**src/rtl/cls_pkg.sv**
```systemverilog
// Package for the command-line splitter: character codes, limits and the
// request/result structs passed between the top level and the splitter core.
// No dependencies.
`timescale 1ns / 1ps

package cls_pkg;

  localparam logic [7:0]  CH_BACKSLASH = 8'h5C;
  localparam logic [7:0]  CH_QUOTE     = 8'h22;
  localparam logic [7:0]  CH_SPACE     = 8'h20;
  localparam logic [7:0]  RUN_MAX      = 8'hFF;
  localparam logic [15:0] COUNT_MAX    = 16'hFFFF;

  typedef struct packed {
    logic [7:0] in_byte;
    logic       end_mark;
  } cls_item_t;

  typedef struct packed {
    logic [7:0]  lead_backslashes;
    logic        has_char;
    logic [7:0]  out_byte;
    logic        arg_end;
    logic        line_done;
    logic [15:0] args_so_far;
  } cls_result_t;

endpackage

```
**src/rtl/cls_core.sv**
```systemverilog
// Splitter core: quote flag, backslash run, space skipping, argument count.
// Turns one request into at most one result, combinationally from the registered state.
// Depends on cls_pkg.
`timescale 1ns / 1ps

module cls_core
  import cls_pkg::*;
(
  input  logic        clk,
  input  logic        rst_n,
  input  logic        item_fire,
  input  cls_item_t   item,
  output cls_result_t result,
  output logic        result_ok
);

  logic        quoting_r, quoting_nxt;
  logic [7:0]  run_r, run_nxt;
  logic        skip_r, skip_nxt;
  logic        nonempty_r, nonempty_nxt;
  logic [15:0] count_r, count_nxt;

  logic        is_bs, is_q, is_sp, q_after_bs, sp_ends;
  logic [7:0]  lead;
  logic        has, aend, nonempty_set;
  logic [15:0] count_inc;

  always_comb begin
    is_bs      = (item.in_byte == CH_BACKSLASH);
    is_q       = (item.in_byte == CH_QUOTE);
    is_sp      = (item.in_byte == CH_SPACE);
    q_after_bs = is_q && (run_r != 8'd0);
    sp_ends    = is_sp && !quoting_r;

    quoting_nxt  = quoting_r;
    run_nxt      = run_r;
    skip_nxt     = skip_r;
    nonempty_nxt = nonempty_r;
    count_nxt    = count_r;

    lead         = 8'd0;
    has          = 1'b0;
    aend         = 1'b0;
    nonempty_set = 1'b0;
    count_inc    = (count_r != COUNT_MAX) ? count_r + 16'd1 : count_r;

    result           = '0;
    result_ok        = 1'b0;

    if (item.end_mark) begin
      lead         = run_r;
      nonempty_set = nonempty_r || (run_r != 8'd0);
      aend         = nonempty_set;
      result.lead_backslashes = lead;
      result.arg_end          = aend;
      result.line_done        = 1'b1;
      result.args_so_far      = aend ? count_inc : count_r;
      result_ok    = 1'b1;
      quoting_nxt  = 1'b0;
      run_nxt      = 8'd0;
      skip_nxt     = 1'b0;
      nonempty_nxt = 1'b0;
      count_nxt    = 16'd0;
    end else if (is_bs) begin
      if (run_r != RUN_MAX) begin
        run_nxt = run_r + 8'd1;
      end
      skip_nxt = 1'b0;
    end else if (!(sp_ends && skip_r)) begin
      if (q_after_bs) begin
        lead = {1'b0, run_r[7:1]};
        has  = run_r[0];
        if (!run_r[0]) begin
          quoting_nxt = !quoting_r;
        end
      end else begin
        lead = run_r;
        if (is_q) begin
          quoting_nxt = !quoting_r;
        end else if (sp_ends) begin
          aend = 1'b1;
        end else begin
          has = 1'b1;
        end
      end
      run_nxt  = 8'd0;
      skip_nxt = aend;
      if ((lead != 8'd0) || has) begin
        nonempty_nxt = 1'b1;
      end
      if (aend) begin
        count_nxt    = count_inc;
        nonempty_nxt = 1'b0;
      end
      result.lead_backslashes = lead;
      result.has_char         = has;
      result.out_byte         = has ? (q_after_bs ? CH_QUOTE : item.in_byte) : 8'd0;
      result.arg_end          = aend;
      result.args_so_far      = count_nxt;
      result_ok = (lead != 8'd0) || has || aend;
    end
  end

  always_ff @(posedge clk) begin
    if (!rst_n) begin
      quoting_r  <= 1'b0;
      run_r      <= 8'd0;
      skip_r     <= 1'b0;
      nonempty_r <= 1'b0;
      count_r    <= 16'd0;
    end else if (item_fire) begin
      quoting_r  <= quoting_nxt;
      run_r      <= run_nxt;
      skip_r     <= skip_nxt;
      nonempty_r <= nonempty_nxt;
      count_r    <= count_nxt;
    end
  end

endmodule

```
**src/rtl/command_line_splitter.sv**
```systemverilog
// Top level of the command-line splitter: input register, splitter core,
// output register with stream handshakes on both sides.
// Depends on cls_pkg and cls_core.
//
//   channel | dir | tdata                              | tuser             | tlast
//   in_     | in  | [7:0] in_byte                      | -                 | end_mark
//   out_    | out | [7:0] lead, [15:8] byte, [31:16] n | [0] has, [1] end  | line_done
//
// One request per cycle while out_ accepts results; a request's result reaches
// out_ through the input register and then the result register.
// Requests that add nothing (a backslash, a swallowed space, a bare quote
// toggle) produce no result. Reset clears the splitter state and both stages.
// A stalled out_ holds its result; the input register keeps taking requests
// until it is itself full.
`timescale 1ns / 1ps

module command_line_splitter
  import cls_pkg::*;
(
  input  logic        clk,
  input  logic        rst_n,
  input  logic        in_tvalid,
  output logic        in_tready,
  input  logic [7:0]  in_tdata,   // [7:0] in_byte
  input  logic        in_tlast,   // end_mark
  output logic        out_tvalid,
  input  logic        out_tready,
  output logic [31:0] out_tdata,  // [7:0] lead_backslashes, [15:8] out_byte, [31:16] args_so_far
  output logic [1:0]  out_tuser,  // [0] has_char, [1] arg_end
  output logic        out_tlast   // line_done
);

  logic        s1_valid_r;
  cls_item_t   s1_item_r;
  logic        out_valid_r;
  cls_result_t out_res_r;

  logic        advance;
  logic        out_free;
  cls_result_t core_res;
  logic        core_ok;

  assign out_free  = !out_valid_r || out_tready;
  assign advance   = s1_valid_r && out_free;
  assign in_tready = !s1_valid_r || advance;

  cls_core u_core (
    .clk       (clk),
    .rst_n     (rst_n),
    .item_fire (advance),
    .item      (s1_item_r),
    .result    (core_res),
    .result_ok (core_ok)
  );

  always_ff @(posedge clk) begin
    if (!rst_n) begin
      s1_valid_r <= 1'b0;
    end else if (in_tready) begin
      s1_valid_r <= in_tvalid;
    end
  end

  always_ff @(posedge clk) begin
    if (in_tready && in_tvalid) begin
      s1_item_r.in_byte  <= in_tdata;
      s1_item_r.end_mark <= in_tlast;
    end
  end

  always_ff @(posedge clk) begin
    if (!rst_n) begin
      out_valid_r <= 1'b0;
    end else if (out_free) begin
      out_valid_r <= advance && core_ok;
    end
  end

  always_ff @(posedge clk) begin
    if (advance && core_ok) begin
      out_res_r <= core_res;
    end
  end

  assign out_tvalid = out_valid_r;
  assign out_tdata  = {out_res_r.args_so_far, out_res_r.out_byte, out_res_r.lead_backslashes};
  assign out_tuser  = {out_res_r.arg_end, out_res_r.has_char};
  assign out_tlast  = out_res_r.line_done;

`ifndef SYNTHESIS
  a_done_no_char: assert property (@(posedge clk) disable iff (!rst_n)
    out_valid_r |-> !(out_res_r.line_done && out_res_r.has_char))
    else $error("line end carries a character");

  a_no_char_zero: assert property (@(posedge clk) disable iff (!rst_n)
    (out_valid_r && !out_res_r.has_char) |-> (out_res_r.out_byte == 8'd0))
    else $error("out_byte nonzero without a character");

  a_no_empty: assert property (@(posedge clk) disable iff (!rst_n)
    (out_valid_r && !out_res_r.line_done) |->
      ((out_res_r.lead_backslashes != 8'd0) || out_res_r.has_char || out_res_r.arg_end))
    else $error("empty result delivered");

  a_s1_hold: assert property (@(posedge clk) disable iff (!rst_n)
    (s1_valid_r && !advance) |=> (s1_valid_r && $stable(s1_item_r)))
    else $error("input register lost a stalled request");

  a_count_clear: assert property (@(posedge clk) disable iff (!rst_n)
    (advance && s1_item_r.end_mark) |=>
      (!advance || s1_item_r.end_mark || core_res.args_so_far <= 16'd1))
    else $error("argument count not cleared after line end");
`endif

endmodule

```
**config.mk**
```make
export PLATFORM = sky130hd
export DESIGN_NAME = command_line_splitter
export DESIGN_NICKNAME = d
export VERILOG_FILES = /design/src/rtl/cls_pkg.sv /design/src/rtl/cls_core.sv /design/src/rtl/command_line_splitter.sv
export SDC_FILE = /design/constraint.sdc
export NUM_CORES = 1
export LEC_CHECK = 0
export ABC_AREA = 1
export BUFFER_PORTS_ARGS = -buffer_cell sky130_fd_sc_hd__buf_2
export CAP_MARGIN = 20
export CORE_MARGIN = 4
export CORE_UTILIZATION = 50
export CTS_CLUSTER_DIAMETER = 120
export DETAILED_ROUTE_END_ITERATION = 8
export PLACE_DENSITY_LB_ADDON = 0.1
export SLEW_MARGIN = 20
export SYNTH_ARGS = -nofsm -noshare
export SYNTH_HDL_FRONTEND = slang
export SYNTH_HIERARCHICAL = 1
export SYNTH_SLANG_ARGS = --single-unit
```
**constraint.sdc**
```tcl
create_clock -name clk -period 5.4 [get_ports clk]
set_clock_uncertainty 0.2 [all_clocks]
set_input_delay 1.08 -clock clk [delete_from_list [all_inputs] [get_ports clk]]
set_output_delay 1.08 -clock clk [all_outputs]
set_load 0.01 [all_outputs]
```
==> results of run 1 <==
==> registers in the layout (all words and copies together), names as in the netlist <==
name and flops:
u_core/count_r 16, out_tdata 32, s1_valid_r 1, u_core/skip_r 1, out_tvalid 1, u_core/nonempty_r 1
u_core/quoting_r 1, out_tlast 1, out_tuser 2, s1_item_r 9, u_core/run_r 8
==> cell usage after synthesis <==
master    instances  area [um^2]
a21boi_2          1         11.3
nand2_1         136          510
clkbuf_1          4         15.0
dfxtp_1          29          581
o21ai_0          19         95.1
edfxtp_1         44         1320
ha_1              3         37.5
buf_2             7         35.0
o211ai_1          6         45.0
nor2_4            3         33.8
o22ai_1          20          125
a21oi_2           1         8.76
a21oi_1          13         65.1
nand3_2           3         30.0
inv_2            13         48.8
nor2_1           47          176
nand3_1          28          140
nor3_1            7         35.0
nand4_2           1         12.5
xor2_1           14          123
nor3_2            2         20.0
nand2_2           6         37.5
o21ai_2           2         17.5
clkinv_1          3         11.3
nand2_4           1         11.3
buf_6             1         11.3
o21ai_1          28          140
nand4_1           5         31.3
inv_1            46          173
buf_4             1         7.51
nor3_4            1         16.3
nand3b_1          1         7.51
nor2_2            7         43.8
==> worst max-delay path, stage by stage, from the launching register on <==
cell      delay [ns]
edfxtp_1        0.96
inv_1           0.47
o21ai_1         0.26
nand2_1         0.08
inv_1           0.05
inv_1           0.06
nor3_4          0.56
buf_4           0.41
==> power by group <==
group | internal (mW) | switching, mW | total (mW)
clock | 0.171 | 0.220 | 0.391
combinational | 0.0337 | 0.0752 | 0.109
sequential | 0.613 | 0.0119 | 0.625
==> path summary, 6_finish.rpt <==
path,cells past startpoint,endpoint,slack (ns),startpoint
max,7,out_tdata[17],2.00,s1_item_r[0]
min,2,u_core/skip_r,0.30,u_core/skip_r
max reg2reg,7,out_tdata[17],2.00,s1_item_r[0]
min reg2reg,2,u_core/skip_r,0.30,u_core/skip_r
==> routing by layer <==
| metal | up-vias | GRT usage, % |
|---|---|---|
| met4 | 0 | 6.16 |
| met2 | 133 | 32.9 |
| li1 | 1777 | - |
| met1 | 1615 | 27.8 |
| met5 | - | 0 |
| met3 | 7 | 3.30 |
==> per-stage QoR <==
| step | utilization [%] | hold WS (ns) | instance area [um^2] | instances | worst slack, ns |
|---|---|---|---|---|---|
| 2_1_floorplan | - | 0.263 | 3980 | 503 | 0.877 |
| 3_3_place_gp | 55.6 | 0.281 | 4290 | 642 | 1.79 |
| 3_5_place_dp | 55.6 | 0.287 | 4290 | 642 | 1.72 |
| 4_1_cts | 57.9 | 0.301 | 4470 | 658 | 1.67 |
| 5_1_grt | 57.9 | 0.339 | 4480 | 658 | 1.67 |
| 6_report | 57.9 | 0.301 | 4480 | 658 | 2.00 |
==> cell families after synthesis <==
| family | synth area share [%] |
|---|---|
| compound gates | 12.8 |
| xor+xnor | 3.08 |
| fa+ha+maj | 0.944 |
| buf+inv | 7.58 |
| flops | 47.8 |
| simple gates | 27.8 |
==> layout make-up <==
| class | count | area share [%] |
|---|---|---|
| clock buffer | 9 | 2.77 |
| clock inverter | 7 | 1.17 |
| inverter | 62 | 5.20 |
| multi-input combinational | 355 | 39.9 |
| sequential | 73 | 42.5 |
| tap | 102 | 2.85 |
| timing repair buffer | 50 | 5.65 |
==> results.md, run 1 <==
* Status: complete, no violations
* Cell Area, Synth at 3980 um^2
* Hold buffer count at cts at 0
* Ant diodes at 0
* P&R area growth vs syn at 12.6%
* CP arrival at 3.22 ns
* Pwr/cell area at 251 nW/um^2
* First-pass GRT wire length at 15500 um
* Cells after Synth at 503
* Top Metal Used: met4
* Drt wl/cell at ~14 um
* Area of the multi-input gates at approximately 1800 um^2
* Post-synthesis sequential area ratio at 47.8%
* # port buffers at 49
* Max clock buf depth at 2
* Antenna-violating nets left at 0
* Die Ht at around 97 um
* Initial antenna violation count at 0
* CTS clock-pin slew for the worst setup and hold paths at 0.09 ns
* Fin. max-slew vios at 0
* Final WL at roughly 9400 um
* Worst setup SP type: register
* Slew Limit Headroom at 39.4%
* Routed met1 length at about 4400 um
* Fin nets at 567
* CTS tree: done
* CTS resizes at 0
* Crit-path max FO at 26
* Yosys reg bits at 73
* CTS Buf Count at 9
* Setup crit end kind: register
* Worst VDD drop at 0.115 mV
* Leak at 1.87 nW
* DR vias at between 3k and 4k
* Clock latency on the worst-skew pair at 0.34 ns
* Max Freq at 294 MHz
* Number of vias per cell at 5.37
* Register Area at ~1900 um^2
* WL met2 at 4400 um
* Router iterations before antenna repair at 5
* Cell Rows at 32
* Postcts setup bufs at 0
* Core ar. at between 7000 and 8000 um^2
* DRC violations left at 0
* Met3 wire length at between 500 and 600 um
* Post-Syn Nets at ~520
* HP Class: reg2reg
* Grt total ovfl at 0
* Number of fill cells at 726
* Yosys warns at 6
* Netlist cell types at 33
* Most common cell after layout, fill and taps aside: nand2_1
* Max Cap Violations at 0
* Crit Path Class: reg2reg
* Worst slew pin tran at roughly 0.9 ns
* Initial Util at 51.5%
* Max H-tree Level at 3
* Final Hold Fails at 0
* Overall power at ~1.1 mW
* Layout cells sized above 1 at 19.4%
* Post-layout min period at 3.40 ns
* GRT Overall Usage at 20.3%
* Placer congestion estimate at between 0.9 and 1
* Setup tns final at 0 ns
* Setup violation total in the final timing report at 0
* Die ar. at 9450 um^2
* Commonest non-fill, non-tap cells in the layout: nand2_1, buf_2, nor2_1
* Initial drt markers at 229
* Number of global-route vias before repair at 3218
* Sink Count at 73
* DPL Wire Length at roughly 6600 um
* I/O Pins at 50
* Die Width at about 100 um
* Mean Syn Cell Area at 7.91 um^2
* CTS Root Buffer Type: clkbuf_8
* RSZ-0062 raised after global routing: false
* Worst Path Required at ~5.2 ns
* Largest net degree at the start of global routing at 27
* Final period utilization at 63.0%
No activity file was read; power rests on OpenSTA's default activity.
==> run 2, diff against run 1 <==
==> constraint.sdc (replaced) <==
create_clock -name clk -period 3.4 [get_ports clk]
set_clock_uncertainty 0.2 [all_clocks]
set_input_delay 0.68 -clock clk [delete_from_list [all_inputs] [get_ports clk]]
set_output_delay 0.68 -clock clk [all_outputs]
set_load 0.01 [all_outputs]
==> run 2 against run 1 <==
Against the previous run: critical path depth grew 7; final cell count grew 0.61%; design area grew 1.8%; clock power grew 92%; register-to-register slack lost 1.4 ns; die area is the same; worst hold slack lost 0.0061 ns; sequential power grew 58%.
==> results.md, run 2 (same netlist as run 1, synthesis figures left out) <==
* Worst Hold Depth at 2
* Worst r2r path cells at 14
* Pwr/cell area at 421 nW/um^2
* Router iterations before antenna repair at 5
* Placement Setup Slack at 0.647 ns
* CTS clock-pin slew for the worst setup and hold paths at ~0.08 ns
* Fin. max-slew vios at 0
* CTS resizes at 0
* WHS Endpoint: u_core/nonempty_r
* Sink Count at 73
* Leak at about 1.9 nW
* CTS tree: done
* Setup tns final at 0 ns
* Placer congestion estimate at 0.918
* CTS Buf Count at 9
* DPL Wire Length at 6830 um
* Postcts setup bufs at 0
* P&R area growth vs syn at 14.6%
* Drt wl/cell at 14.8 um
* WL met2 at 4520 um
* DR vias at 3620
* Slowest CP cell: edfxtp_1
* Die Ht at 97.2 um
* RSZ-0062 raised after global routing: false
* Max Freq at 359 MHz
* Most common cell after layout, fill and taps aside: nand2_1
* Die Width at between 90 and 100 um
* Hold buffer count at cts at 0
* Antenna-violating nets left at 0
* Grt total ovfl at 0
* CTS Root Buffer Type: clkbuf_8
* Final period utilization at 81.9%
* Max Cap Violations at 0
* Core ar. at 7730 um^2
* DRC violations left at 0
* PnR worst setup slack at approximately 0.62 ns
* Initial drt markers at 237
* Layout cells sized above 1 at between 15 and 20%
* Worst stage delay on the critical path at 0.43 ns
* Crit Path Class: reg2reg
* Max clock buf depth at 2
* Worst setup SP type: register
* Crit-path max FO at 30
* Clock latency on the worst-skew pair at approximately 0.35 ns
* Setup violation total in the final timing report at 0
* Slew Limit Headroom at 55.4%
* Setup crit end kind: register
* First-pass GRT wire length at 15800 um
* # port buffers at 49
* CP cell instances: nor2_1 -> nand2_1 -> nor2_2 -> nand2_2 -> nand2_1 -> nand2_1 -> nand2_1 -> nor2_1 -> nand3_1 -> nand2_1 -> inv_1 -> inv_1 -> nor3_4 -> buf_12
* GRT Overall Usage at between 20% and 30%
* Final WL at between 9000 and 10000 um
* Commonest non-fill, non-tap cells in the layout: nand2_1, buf_2, nor2_1
* Routed met1 length at 4360 um
* I/O Pins at 50
* Initial antenna violation count at 0
* Initial Util at 51.5%
* HP Class: reg2reg
* Design area at 4560 um^2
* Worst VDD drop at 0.233 mV
* Most Frequent Cell on Critical Path: nand2_1
* Die ar. at 9450 um^2
* Fin nets at 571
* Cell Rows at 32
* Setup slack, reg-to-reg at 0.62 ns
* Worst Path Required at 3.25 ns
* Worst hold start: u_core/nonempty_r
* Number of flip-flops in the largest register at 32
* Ant diodes at 0
* Placed cell area at 4340 um^2
* Number of global-route vias before repair at 3245
* Number of vias per cell at around 5.5
* Hold Slack at 0.295 ns
* Met3 wire length at approximately 760 um
* Status: complete, no violations
* Post-layout min period at 2.78 ns
* Top Metal Used: met4
* Max H-tree Level at 3
* Largest net degree at the start of global routing at 31
* Worst slew pin tran at 0.669 ns
* Crit Reg-Reg Endpoint: out_tdata[7]
* Reg2reg start: s1_item_r[5]
* CP arrival at 2.63 ns
* Final Hold Fails at 0
* Number of fill cells at 678
-- run 2: cell count changes in the layout (fill, tap and decap cells not counted) --
cell / change
clkinvlp_4: +1
clkinv_4: -1
buf_12: +1
clkinv_2: -1
bufinv_16: +2
buf_4: +3
inv_6: -2
clkinv_1: +1
-- run 2: per-layer routing --
metal / vias up / GRT usage, %
met2: 166 / 32.5
met3: 12 / 2.87
met5: - / 0
li1: 1774 / -
met1: 1668 / 29.1
met4: 0 / 7.34
-- run 2: layout make-up --
cell class,count,area (um^2),area share [%]
Sequential cell,73,1900,41.7
Multi-Input combinational cell,355,1790,39.2
Timing Repair Buffer,54,295,6.48
Inverter,62,233,5.10
Tap cell,102,128,2.80
Clock buffer,9,124,2.72
Clock inverter,7,92.6,2.03
-- run 2: worst max-delay path by stage --
stage,slack (ns),from,to
after floorplan,0.44,u_core/run_r[0],out_tdata[0]
after global placement,0.70,u_core/run_r[0],out_tdata[12]
after detailed placement,0.65,u_core/run_r[0],out_tdata[13]
after CTS,0.62,u_core/run_r[0],out_tdata[18]
after global routing,0.39,u_core/run_r[0],out_tdata[18]
final,0.62,s1_item_r[5],out_tdata[7]
-- run 2: report_power, final --
| part | internal [mW] | switching (mW) | total [mW] |
|---|---|---|---|
| clock network | 0.412 | 0.338 | 0.750 |
| registers | 0.973 | 0.0170 | 0.990 |
| logic | 0.0572 | 0.124 | 0.181 |
-- run 2: critical path, delay by kind of cell, from the launching register on --
family                 cells  cell delay, ns
DFF                        1            0.43
and+or+nand+nor           11            1.47
buffers and inverters      3            0.35
-- run 2: per-stage QoR --
stage / instances / util (%) / power, mW
after floorplan: 503 / - / 1.13
after global placement: 646 / 56.2 / 1.19
after detailed placement: 646 / 56.2 / 1.19
after CTS: 662 / 59.0 / 1.93
after global routing: 662 / 59.0 / 1.99
final: 662 / 59.0 / 1.92
==> run 3, diff against run 2 <==
==> constraint.sdc (replaced) <==
create_clock -name clk -period 2.83 [get_ports clk]
set_clock_uncertainty 0.2 [all_clocks]
set_input_delay 0.566 -clock clk [delete_from_list [all_inputs] [get_ports clk]]
set_output_delay 0.566 -clock clk [all_outputs]
set_load 0.01 [all_outputs]
==> run 3 against run 2 <==
Against the previous run: setup slack worse by 0.46 ns; critical path depth unchanged; total power increased by 16%; global-route usage grew 1.9 points; register-to-register slack lost 0.46 ns; critical endpoint is now out_tuser[0]; sequential power is 20% higher.
==> results.md, run 3 (same netlist as run 1, synthesis figures left out) <==
* Clock latency on the worst-skew pair at 0.34 ns
* Seq pwr share at 53.1%
* RSZ-0062 raised after global routing: false
* CTS Root Buffer Type: clkbuf_8
* Placed cell area at 4670 um^2
* # port buffers at 49
* Initial antenna violation count at 0
* Largest net degree at the start of global routing at 20
* Sink Count at 73
* Initial drt markers at between 200 and 250
* Pwr/cell area at between 400 and 500 nW/um^2
* Int Pwr at 1.69 mW
* Number of fill cells at 662
* DR vias at 3710
* Register Area at 1900 um^2
* Setup violation total in the final timing report at 0
* Number of global-route vias before repair at 3587
* Drt wl/cell at 14.4 um
* Layout cells sized above 1 at 26.0%
* Hold buffer count at cts at 0
* Max Cap Violations at 0
* Status: complete, no violations
* Net Sw Power at 0.549 mW
* CP arrival at ~2.5 ns
* P&R area growth vs syn at 22.6%
* Max H-tree Level at 3
* Max Freq at 374 MHz
* Commonest non-fill, non-tap cells in the layout: nand2_1, buf_2, buf_4
* Slowest CP cell: edfxtp_1
* First-pass GRT wire length at 17200 um
* Core ar. at between 7000 and 8000 um^2
* Initial Util at 51.5%
* Hold Slack at 0.196 ns
* CTS clock-pin slew for the worst setup and hold paths at about 0.070 ns
* CTS tree: done
* Worst stage delay on the critical path at approximately 0.45 ns
* GRT Overall Usage at roughly 22%
* Grt total ovfl at 0
* Ant diodes at 0
* Most common cell after layout, fill and taps aside: nand2_1
* Post-layout min period at 2.68 ns
* Worst slew pin tran at 0.569 ns
* Crit Path Class: reg2reg
* Clock Power Share at 35.6%
* DRC violations left at 0
* Cell Rows at 32
* HP Class: in2reg
* Antenna-violating nets left at 0
* Setup crit end kind: register
* Worst Path Required at 2.68 ns
* CTS Buf Count at 9
* Number of vias per cell at 5.25
* Leak at 2.12 nW
* Die Ht at 97.2 um
* Design area at around 4900 um^2
* Share of total power in combinational logic at 11.2%
* Sw Share at 24.5%
* Placer congestion estimate at 0.981
* Setup tns final at 0 ns
* Number of flip-flops in the largest register at 32
* Max clock buf depth at 2
* CP cell instances: nor2_4 -> nand3_2 -> nor2_4 -> nand2_4 -> nand2_1 -> nand2_1 -> nand2_1 -> nor2_1 -> nand3_1 -> nand2_1 -> inv_1 -> inv_1 -> nor3_4 -> buf_4
* Die ar. at 9450 um^2
* Worst VDD drop at 0.276 mV
* Area of the multi-input gates at 1820 um^2
* Fin nets at 615
* Final period utilization at 94.5%
* Router iterations before antenna repair at 5
* Most Frequent Cell on Critical Path: nand2_1
* DPL Wire Length at 7440 um
* Fin. max-slew vios at 0
* Final Hold Fails at 0
* Final WL at 10200 um
* Worst setup SP type: register
* Crit-path max FO at 8
* I/O Pins at 50
* Die Width at 97.2 um
* Slew Limit Headroom at 62.0%
-- run 3: cell count changes in the layout (fill, tap and decap cells not counted), sizes merged --
cell | before | now
buf | 54 | 97
clkbuf | 9 | 12
clkinvlp | 2 | 0
bufinv | 2 | 1
clkinv | 5 | 6
inv | 60 | 59
nor3 | 10 | 11
-- run 3: metal layers --
metal | wire length [um] | share of wire [%] | track usage (%) | up-vias
li1 | - | - | - | 1868
met1 | 4570 | 45 | 29.6 | 1698
met2 | 4650 | 46 | 35.9 | 126
met3 | 776 | 7.6 | 5.53 | 18
met4 | 180 | 1.8 | 8.42 | 0
met5 | 0 | 0 | 0 | -
-- run 3: power groups by stage --
stage | registers (mW) | clock network, mW | logic (mW)
finish | 1.19 | 0.797 | 0.251
global route | 1.19 | 0.884 | 0.278
CTS | 1.19 | 0.821 | 0.252
detailed placement | 1.21 | 0 | 0.247
global placement | 1.21 | 0 | 0.243
floorplan | 1.22 | 0 | 0.133
-- run 3: cell type report --
cell class	count	share of cell area, %
flip-flops and latches	73	39.0
clock inverters	4	0.898
multi-input cells	356	37.3
repair buffers	97	12.4
inverters	62	4.77
well taps	102	2.62
clock buffers	12	2.98
-- run 3: final timing paths --
| path | from | cells after the start | slack (ns) | endpoint |
|---|---|---|---|---|
| max | s1_item_r[4] | 14 | 0.15 | out_tuser[0] |
| min | in_tlast | 1 | 0.20 | s1_item_r[0] |
| max reg2reg | s1_item_r[4] | 14 | 0.15 | out_tuser[0] |
| min reg2reg | u_core/nonempty_r | 2 | 0.30 | u_core/nonempty_r |
-- run 3: metrics by stage --
stage | util (%) | power (mW) | std cells | setup slack, ns
3_5_place_dp | 60.4 | 1.46 | 688 | -0.341
6_report | 63.1 | 2.24 | 706 | 0.155
2_1_floorplan | - | 1.36 | 503 | 0.00225
3_3_place_gp | 60.4 | 1.45 | 688 | -0.238
4_1_cts | 63.1 | 2.26 | 706 | 0.165
5_1_grt | 63.1 | 2.35 | 706 | 0.0161
-- run 3: repair_timing --
action,in CTS,in global routing
gates resized for setup,1,0
endpoints found under the setup margin,35,0
setup buffers,1,0
-- run 3: worst max-delay path, delay by kind of cell (launching register included) --
kind	cells	cell delay, ns
buffers and inverters	3	0.41
DFF	1	0.45
and+or+nand+nor	11	1.32
